<file path="config.mk">
export PLATFORM = sky130hd
export DESIGN_NAME = timed_event_playback_sequencer
export DESIGN_NICKNAME = d
export VERILOG_FILES = /design/src/rtl/teps_pkg.sv /design/src/rtl/timed_event_playback_sequencer.sv
export VERILOG_INCLUDE_DIRS = /design/src /design/src/rtl
export SDC_FILE = /design/constraint.sdc
export NUM_CORES = 2
export LEC_CHECK = 0
export BUFFER_PORTS_ARGS = -buffer_cell sky130_fd_sc_hd__buf_2
export CAP_MARGIN = 10
export CORE_UTILIZATION = 34
export DETAILED_ROUTE_END_ITERATION = 7
export PLACE_DENSITY = 0.57
export SLEW_MARGIN = 20
export SYNTH_ARGS = -nofsm -noshare
export SYNTH_HDL_FRONTEND = slang
export SYNTH_SLANG_ARGS = --single-unit
</file>
<file path="constraint.sdc">
create_clock -name i_clk -period 8.8 [get_ports i_clk]
set_input_delay 1.32 -clock i_clk [delete_from_list [all_inputs] [get_ports i_clk]]
set_output_delay 1.32 -clock i_clk [all_outputs]
set_load 0.01 [all_outputs]
</file>
<file path="src/rtl/timed_event_playback_sequencer_macros.svh">
// Assertion macros for the event playback sequencer.
`ifndef TIMED_EVENT_PLAYBACK_SEQUENCER_MACROS_SVH
`define TIMED_EVENT_PLAYBACK_SEQUENCER_MACROS_SVH

`ifndef SYNTHESIS
`define TEPS_ASSERT_CLK(label, clk, rst_n, prop, msg) \
    label: assert property (@(posedge clk) disable iff (!rst_n) prop) else $error(msg);
`define TEPS_ASSERT(label, prop, msg) \
    `TEPS_ASSERT_CLK(label, i_clk, i_rst_n, prop, msg)
`else
`define TEPS_ASSERT_CLK(label, clk, rst_n, prop, msg)
`define TEPS_ASSERT(label, prop, msg)
`endif

`endif

</file>
<file path="src/rtl/teps_pkg.sv">
package teps_pkg;

    localparam int MODE_W   = 2;
    localparam int SLOT_W   = 6;
    localparam int LDELAY_W = 16;
    localparam int ACT_W    = 5;
    localparam int COUNT_W  = 7;

    localparam logic [MODE_W-1:0] MODE_LOAD   = 2'd0;
    localparam logic [MODE_W-1:0] MODE_TICK   = 2'd1;
    localparam logic [MODE_W-1:0] MODE_REWIND = 2'd2;

    typedef struct packed {
        logic [MODE_W-1:0]   mode;
        logic [SLOT_W-1:0]   load_slot;
        logic [LDELAY_W-1:0] load_delay;
        logic [ACT_W-1:0]    load_action;
    } t_in;

    typedef struct packed {
        logic [ACT_W-1:0] action_number;
        logic             press;
        logic             complete;
        logic             last;
    } t_out;

    typedef enum logic [1:0] {
        ST_IDLE,
        ST_EVAL,
        ST_FLUSH
    } t_state;

endpackage

</file>
<file path="src/rtl/timed_event_playback_sequencer.sv">
// Load and rewind words are handled in idle. A tick with no event left only advances the
// elapsed count; else the tick steps through the events it fires, each step being one read of
// the event store (synchronous read) and its compare; a stalled output holds the step. A
// fired event reaches the output register at the end of the next step, the one that checks
// the following event. Reset (synchronous, active low) clears position, elapsed count, held
// bits, event count and handshake state; the event store keeps whatever it holds.
`include "timed_event_playback_sequencer_macros.svh"

module timed_event_playback_sequencer #(
    parameter int MAX_EVENTS  = 64,
    parameter int NUM_ACTIONS = 32,
    parameter int DELAY_BITS  = 16
) (
    input  logic                            i_clk,
    input  logic                            i_rst_n,
    input  logic                            i_in_valid,
    output logic                            o_in_stall,
    input  teps_pkg::t_in                   i_in,
    output logic                            o_out_valid,
    input  logic                            i_out_stall,
    output teps_pkg::t_out                  o_out,
    input  logic                            i_cfg_valid,
    output logic                            o_cfg_ready,
    input  logic [teps_pkg::COUNT_W-1:0]    i_cfg_data
);

    localparam int AW = (MAX_EVENTS > 1) ? $clog2(MAX_EVENTS) : 1;
    localparam int CW = $clog2(MAX_EVENTS + 1);
    localparam int HW = (NUM_ACTIONS > 1) ? $clog2(NUM_ACTIONS) : 1;
    localparam int EW = DELAY_BITS + teps_pkg::ACT_W;

    // event store
    logic [EW-1:0] mem [MAX_EVENTS];
    logic [EW-1:0] r_rd_data;
    logic          we, re;
    logic [AW-1:0] waddr, raddr;
    logic [EW-1:0] wdata;

    teps_pkg::t_state r_state, n_state;
    logic [CW-1:0]                 r_next, n_next;
    logic [31:0]                   r_elapsed, n_elapsed;
    logic [teps_pkg::COUNT_W-1:0]  r_count_cfg;
    logic [NUM_ACTIONS-1:0]        r_held, n_held;
    logic                          r_pend_v, n_pend_v;
    teps_pkg::t_out                r_pend, n_pend;
    logic                          r_ov;
    teps_pkg::t_out                r_out;

    logic                          out_free, out_load;
    teps_pkg::t_out                out_word;
    logic [CW-1:0]                 count, nxt1;
    logic [DELAY_BITS-1:0]         rd_delay;
    logic [teps_pkg::ACT_W-1:0]    rd_action;
    logic [8:0]                    act9;
    logic [HW-1:0]                 act_idx;
    logic                          act_ok, fire, press, complete;
    logic [31:0]                   elapsed_inc, ld_delay32;

    assign count = (r_count_cfg > teps_pkg::COUNT_W'(MAX_EVENTS)) ? CW'(MAX_EVENTS)
                                                                : CW'(r_count_cfg);
    assign {rd_delay, rd_action} = r_rd_data;
    assign act9        = {4'd0, rd_action};
    assign act_idx     = act9[HW-1:0];
    assign act_ok      = act9 < 9'(NUM_ACTIONS);
    assign press       = act_ok ? ~r_held[act_idx] : 1'b1;
    assign fire        = r_elapsed >= 32'(rd_delay);
    assign nxt1        = r_next + CW'(1);
    assign complete    = nxt1 >= count;
    assign elapsed_inc = (r_elapsed == '1) ? r_elapsed : r_elapsed + 32'd1;
    assign out_free    = ~r_ov | ~i_out_stall;
    assign ld_delay32  = {16'd0, i_in.load_delay};
    assign waddr       = i_in.load_slot[AW-1:0];
    assign wdata       = {ld_delay32[DELAY_BITS-1:0], i_in.load_action};

    assign o_in_stall  = (r_state != teps_pkg::ST_IDLE);
    assign o_out_valid = r_ov;
    assign o_out       = r_out;
    assign o_cfg_ready = 1'b1;

    always_ff @(posedge i_clk) begin
        if (we) begin
            mem[waddr] <= wdata;
        end
        if (re) begin
            r_rd_data <= mem[raddr];
        end
    end

    always_ff @(posedge i_clk) begin
        if (!i_rst_n) begin
            r_state     <= teps_pkg::ST_IDLE;
            r_next      <= '0;
            r_elapsed   <= '0;
            r_count_cfg <= '0;
            r_held      <= '0;
            r_pend_v    <= 1'b0;
            r_ov        <= 1'b0;
        end else begin
            r_state   <= n_state;
            r_next    <= n_next;
            r_elapsed <= n_elapsed;
            r_held    <= n_held;
            r_pend_v  <= n_pend_v;
            if (i_cfg_valid) begin
                r_count_cfg <= i_cfg_data;
            end
            if (out_load) begin
                r_ov <= 1'b1;
            end else if (!i_out_stall) begin
                r_ov <= 1'b0;
            end
        end
    end

    always_ff @(posedge i_clk) begin
        r_pend <= n_pend;
        if (out_load) begin
            r_out <= out_word;
        end
    end

    always_comb begin
        n_state   = r_state;
        n_next    = r_next;
        n_elapsed = r_elapsed;
        n_held    = r_held;
        n_pend_v  = r_pend_v;
        n_pend    = r_pend;
        we        = 1'b0;
        re        = 1'b0;
        raddr     = r_next[AW-1:0];
        out_load  = 1'b0;
        out_word  = r_pend;
        case (r_state)
            teps_pkg::ST_IDLE: begin
                if (i_in_valid) begin
                    case (i_in.mode)
                        teps_pkg::MODE_LOAD: begin
                            we = {1'b0, i_in.load_slot} < 7'(MAX_EVENTS);
                        end
                        teps_pkg::MODE_TICK: begin
                            if (r_next < count) begin
                                re      = 1'b1;
                                n_state = teps_pkg::ST_EVAL;
                            end else begin
                                n_elapsed = elapsed_inc;
                            end
                        end
                        teps_pkg::MODE_REWIND: begin
                            n_next    = '0;
                            n_elapsed = '0;
                            n_held    = '0;
                        end
                        default: ;
                    endcase
                end
            end
            teps_pkg::ST_EVAL: begin
                if (fire) begin
                    // the previous event is known not to be last once this one fires
                    if (!r_pend_v || out_free) begin
                        out_load             = r_pend_v;
                        out_word.last        = 1'b0;
                        n_pend.action_number = rd_action;
                        n_pend.press         = press;
                        n_pend.complete      = complete;
                        n_pend.last          = 1'b0;
                        n_pend_v             = 1'b1;
                        n_next               = nxt1;
                        if (act_ok) begin
                            n_held[act_idx] = press;
                        end
                        if (complete) begin
                            n_elapsed = 32'd1;
                            n_state   = teps_pkg::ST_FLUSH;
                        end else begin
                            n_elapsed = '0;
                            re        = 1'b1;
                            raddr     = nxt1[AW-1:0];
                        end
                    end
                end else if (r_pend_v) begin
                    if (out_free) begin
                        out_load      = 1'b1;
                        out_word.last = 1'b1;
                        n_pend_v      = 1'b0;
                        n_elapsed     = elapsed_inc;
                        n_state       = teps_pkg::ST_IDLE;
                    end
                end else begin
                    n_elapsed = elapsed_inc;
                    n_state   = teps_pkg::ST_IDLE;
                end
            end
            teps_pkg::ST_FLUSH: begin
                if (out_free) begin
                    out_load      = 1'b1;
                    out_word.last = 1'b1;
                    n_pend_v      = 1'b0;
                    n_state       = teps_pkg::ST_IDLE;
                end
            end
            default: begin
                n_state = teps_pkg::ST_IDLE;
            end
        endcase
    end

    `TEPS_ASSERT(a_pend_not_idle, r_pend_v |-> (r_state != teps_pkg::ST_IDLE), "pending word while idle")
    `TEPS_ASSERT(a_next_bound, r_next <= CW'(MAX_EVENTS), "position beyond store")
    `TEPS_ASSERT(a_complete_last, (o_out_valid && o_out.complete) |-> o_out.last, "complete without last")
    `TEPS_ASSERT(a_flush_pend, (r_state == teps_pkg::ST_FLUSH) |-> r_pend_v, "flush with no word")

endmodule
</file>
==> reports/qor.csv <==
stage,metric,value,unit
outcome,status,completed,
synthesis,post_synth_mux_area_share,1.88,%
die,floorplan.core_area,174000,µm²
clock_network,cts.htree.levels,4,
placement,place_area,63200,µm²
die,num_rows,153,
synthesis,post-synth-top-count-cell,edfxtp_1,
critical_path,timing.critical_path.from_type,flip-flop,
critical_path,worstReg2RegEnd,r_rd_data[16],
detailed_routing,wl_met1,78700,µm
critical_path,crit_path_max_fanout,73,
min_path,hold_path_class,flip-flop to flip-flop,
sta,setup_repair_after_global_routing_missed_its_margin,no,
detailed_routing,postRouteWirelength,181000,µm
pwr,pwr_density_cell,209,nW/µm²
clock_network,cts.sinks,1462,
cells_and_area,layoutNonFillerInstCount,6827,
placement,gpl.final_weighted_congestion,0.824,
synthesis,synth-seq-area-share,71.9,%
sta,clock_skew,0.0537,ns
detailed_routing,detail_route.iter0.violations,4863,
placement,io_buffer_count,50,
cells_and_area,layout.core_utilization,39.0,%
synthesis,synth_top_cell_area_share,69.1,%
global_routing,global_route_usage_over_all_layers,19.9,%
synthesis,synthesized_area_fraction_occupied_by_and_or_nand_nor_cells,10.9,%
synthesis,avgSynthCellArea,13.7,µm²
sta,timing.final.hold_violations,0,
clock_network,clk_pin_slew,0.06,ns
synthesis,ys_top_cells_by_count,"1380 x edfxtp_1, 542 x nand2_1, 292 x nand3_1, 269 x clkbuf_1, 205 x a21oi_1",
die,die-area,178000,µm²
critical_path,timing.setup.critical_path_class,flip-flop to flip-flop,
global_routing,vias_in_the_first_global_route,36700,
critical_path,cp.required,9.40,ns
detailed_routing,post_drt_wl_per_cell,26.5,µm
die,initial_core_util,34.4,%
detailed_routing,detail_route.first_pass.iterations,6,
detailed_routing,met3_wirelength_from_detailed_routing,15400,µm
cells_and_area,post_route_cells_drive_above_1_share,11.2,%
clock_network,numCtsBuffers,154,
synthesis,synth-async-reset-ratio,0,%
sta,post-route-period-util,82.7,%
synthesis,ys_ff_latch,1462,
clock_network,cts_hold_buf,0,
min_path,whs_path_depth,0,
cells_and_area,num-fill-cells,16100,
job,drv.max_cap_violation_count,0,
synthesis,synth-edff-count,1380,
global_routing,grt_overflow_total,0,
synthesis,syn-num-nets,4465,
synthesis,synth_top_flop_cell,edfxtp_1,
placement,dpl.cell_count,6549,
pwr,power.ir.vdd_worst,0.153,mV
placement,place_hpwl,98300,µm
detailed_routing,drc_violations_left,0,
detailed_routing,antenna_violating_nets_post_route,0,
synthesis,netlist_area_pre_place,59900,µm²
sta,tightestPinTransition,1.26,ns
synthesis,count_of_unique_library_cells_instantiated_by_yosys,72,
synthesis,synthesized_area_fraction_occupied_by_adder_cells,0.752,%
global_routing,grt_first_pass_wirelength,262000,µm
clock_network,cts.repair_timing.setup_buffer_count,0,
cells_and_area,final_standard_cell_area_without_fillers,68000,µm²
die,die_w,422,µm
global_routing,grt_antenna_before_repair,13,
clock_network,cts.root.buffer_cell,clkbuf_16,
sta,final.setup.tns,0,ns
synthesis,dominant_combinational_cell_family_by_area_after_synthesis,compound AO/OA/AOI/OAI gates,
clock_network,insertion_delay,0.82,ns
synthesis,synth.largest_area_cell,edfxtp_1,
detailed_routing,top_layer_used,met5,
critical_path,worstSetupStartpoint,r_next[0],
sta,post-route-min-period,7.28,ns
cells_and_area,nNetsFinal,4457,
clock_network,cts_tree,yes,
critical_path,endpoint,r_rd_data[16],
synthesis,synth_xor_area_share,0.526,%
synthesis,netlist_instances,4388,
sta,maxSlewHeadroom,16.2,%
critical_path,rr_startpoint,r_next[0],
clock_network,longest_clk_path_bufs,3,
sta,highest_clock_rate,137,MHz
pwr,leakagePower,23.0,nW
cells_and_area,area.growth.synth_to_final,13.4,%
synthesis,synth_compound_gate_area_share,11.3,%
critical_path,worst-endpoint-arrival,7.88,ns
sta,timing.final.setup_violations,0,
detailed_routing,num_vias,38800,
synthesis,synth.top_cells.by_area,"edfxtp_1 69%, nand2_1 3.4%, dfxtp_1 2.7%",
global_routing,grt_max_degree,174,
synthesis,ys.warnings.count,0,
critical_path,r2r_slack,1.52,ns
clock_network,postCtsResizedCells,0,
critical_path,reg2reg_depth,18,
critical_path,critPathCaptureType,flip-flop,
detailed_routing,drt-vias-per-instance,5.68,
sta,max_slew_violation_count,0,
detailed_routing,met2WireLength,81700,µm
pwr,design_power_total,14.2,mW
die,floorplan.die.height,422,µm
die,io-pin-count,52,
==> layout by cell type, fill, tap and decap left out, drive strengths merged, types with 20 or more instances in the layout <==
| cell type | netlist | routed |
|---|---|---|
| a31o | 20 | 20 |
| a22o | 21 | 21 |
| nor2 | 141 | 141 |
| o211ai | 49 | 49 |
| edfxtp | 1380 | 1380 |
| inv | 71 | 78 |
| dfxtp | 82 | 82 |
| xor2 | 34 | 34 |
| buf | 67 | 172 |
| a41oi | 20 | 20 |
| a21oi | 206 | 206 |
| a211oi | 124 | 124 |
| nor4 | 27 | 27 |
| nor4bb | 20 | 20 |
| clkbuf | 269 | 192 |
| o31a | 41 | 41 |
| a211o | 26 | 26 |
| nor2b | 52 | 52 |
| and3 | 146 | 146 |
| a221oi | 22 | 22 |
| o21ai | 195 | 195 |
| ha | 36 | 36 |
| nand3 | 292 | 292 |
| a32o | 68 | 68 |
| a31oi | 45 | 45 |
| nand2 | 542 | 542 |
| a32oi | 40 | 40 |
| a22oi | 75 | 75 |
| nand4 | 82 | 82 |
| clkinv | 1 | 70 |
| mux2i | 91 | 91 |
==> cell families after synthesis <==
group	after synthesis
multiplexers	102
other	1
AO/OA/AOI/OAI	985
adder cells (fa/ha/maj)	36
AND/OR/NAND/NOR	1358
buffers and inverters	408
flip-flops	1462
XOR/XNOR	36
==> registers in the layout, indices dropped and copies added, names as in the netlist, 2 cells and up <==
name         flops
mem           1344
o_out            8
out_word         7
r_count_cfg      7
r_elapsed       32
r_held          32
r_next           7
r_rd_data       21
r_state          2
==> layout make-up <==
cell class | instances | area, µm² | area share (%)
sequential | 1462 | 43100 | 63.4
multi-input combinational | 2518 | 15600 | 23.0
clock buffer | 192 | 4130 | 6.08
tap | 2325 | 2910 | 4.28
timing repair buffer | 172 | 1320 | 1.94
clock inverter | 83 | 638 | 0.939
inverter | 72 | 270 | 0.398
antenna | 3 | 7.51 | 0.0110
==> how the worst min path moves through the flow <==
stage / startpoint / to / slack (ns)
detailed placement: out_word[3] / o_out[3] / 0.40
floorplan: out_word[1] / o_out[1] / 0.40
finish: out_word[3] / o_out[3] / 0.42
global placement: out_word[3] / o_out[3] / 0.40
CTS: out_word[4] / o_out[4] / 0.42
global route: out_word[6] / o_out[6] / 0.43
==> report_power, final <==
group	total, mW	internal [mW]	switching [mW]
sequential	7.63	7.62	0.0128
combinational	0.352	0.0694	0.282
clock	6.26	3.49	2.77
total	14.2	11.2	3.06
==> per-layer routing <==
| metal | GRT usage (%) | up-vias |
|---|---|---|
| li1 | - | 17000 |
| met1 | 28.4 | 19800 |
| met2 | 30.1 | 1720 |
| met3 | 4.03 | 274 |
| met4 | 6.59 | 4 |
| met5 | 0 | - |
==> worst max-delay path, stage by stage (launching register included) <==
cell      delay (ns)
dfxtp_1         0.31
buf_4           0.42
ha_1            0.52
nand3_1         0.32
nor2_1          0.23
xor2_1          0.20
ha_1            0.27
a21oi_1         0.15
o21ai_0         0.10
a21oi_1         0.29
and3_1          0.23
buf_4           0.37
nand3_4         0.58
nand2_4         0.94
buf_12          0.40
a211oi_1        0.14
nor4bb_1        0.72
a21oi_1         0.43
nand4_1         0.31
==> per-stage QoR <==
stage               worst slack, ns  hold slack (ns)
global placement               1.54            0.403
detailed placement             1.53            0.405
CTS                            1.48            0.419
finish                         1.52            0.418
global route                   1.13            0.429
floorplan                      4.70            0.400
No activity file was read; power rests on OpenSTA's default activity.
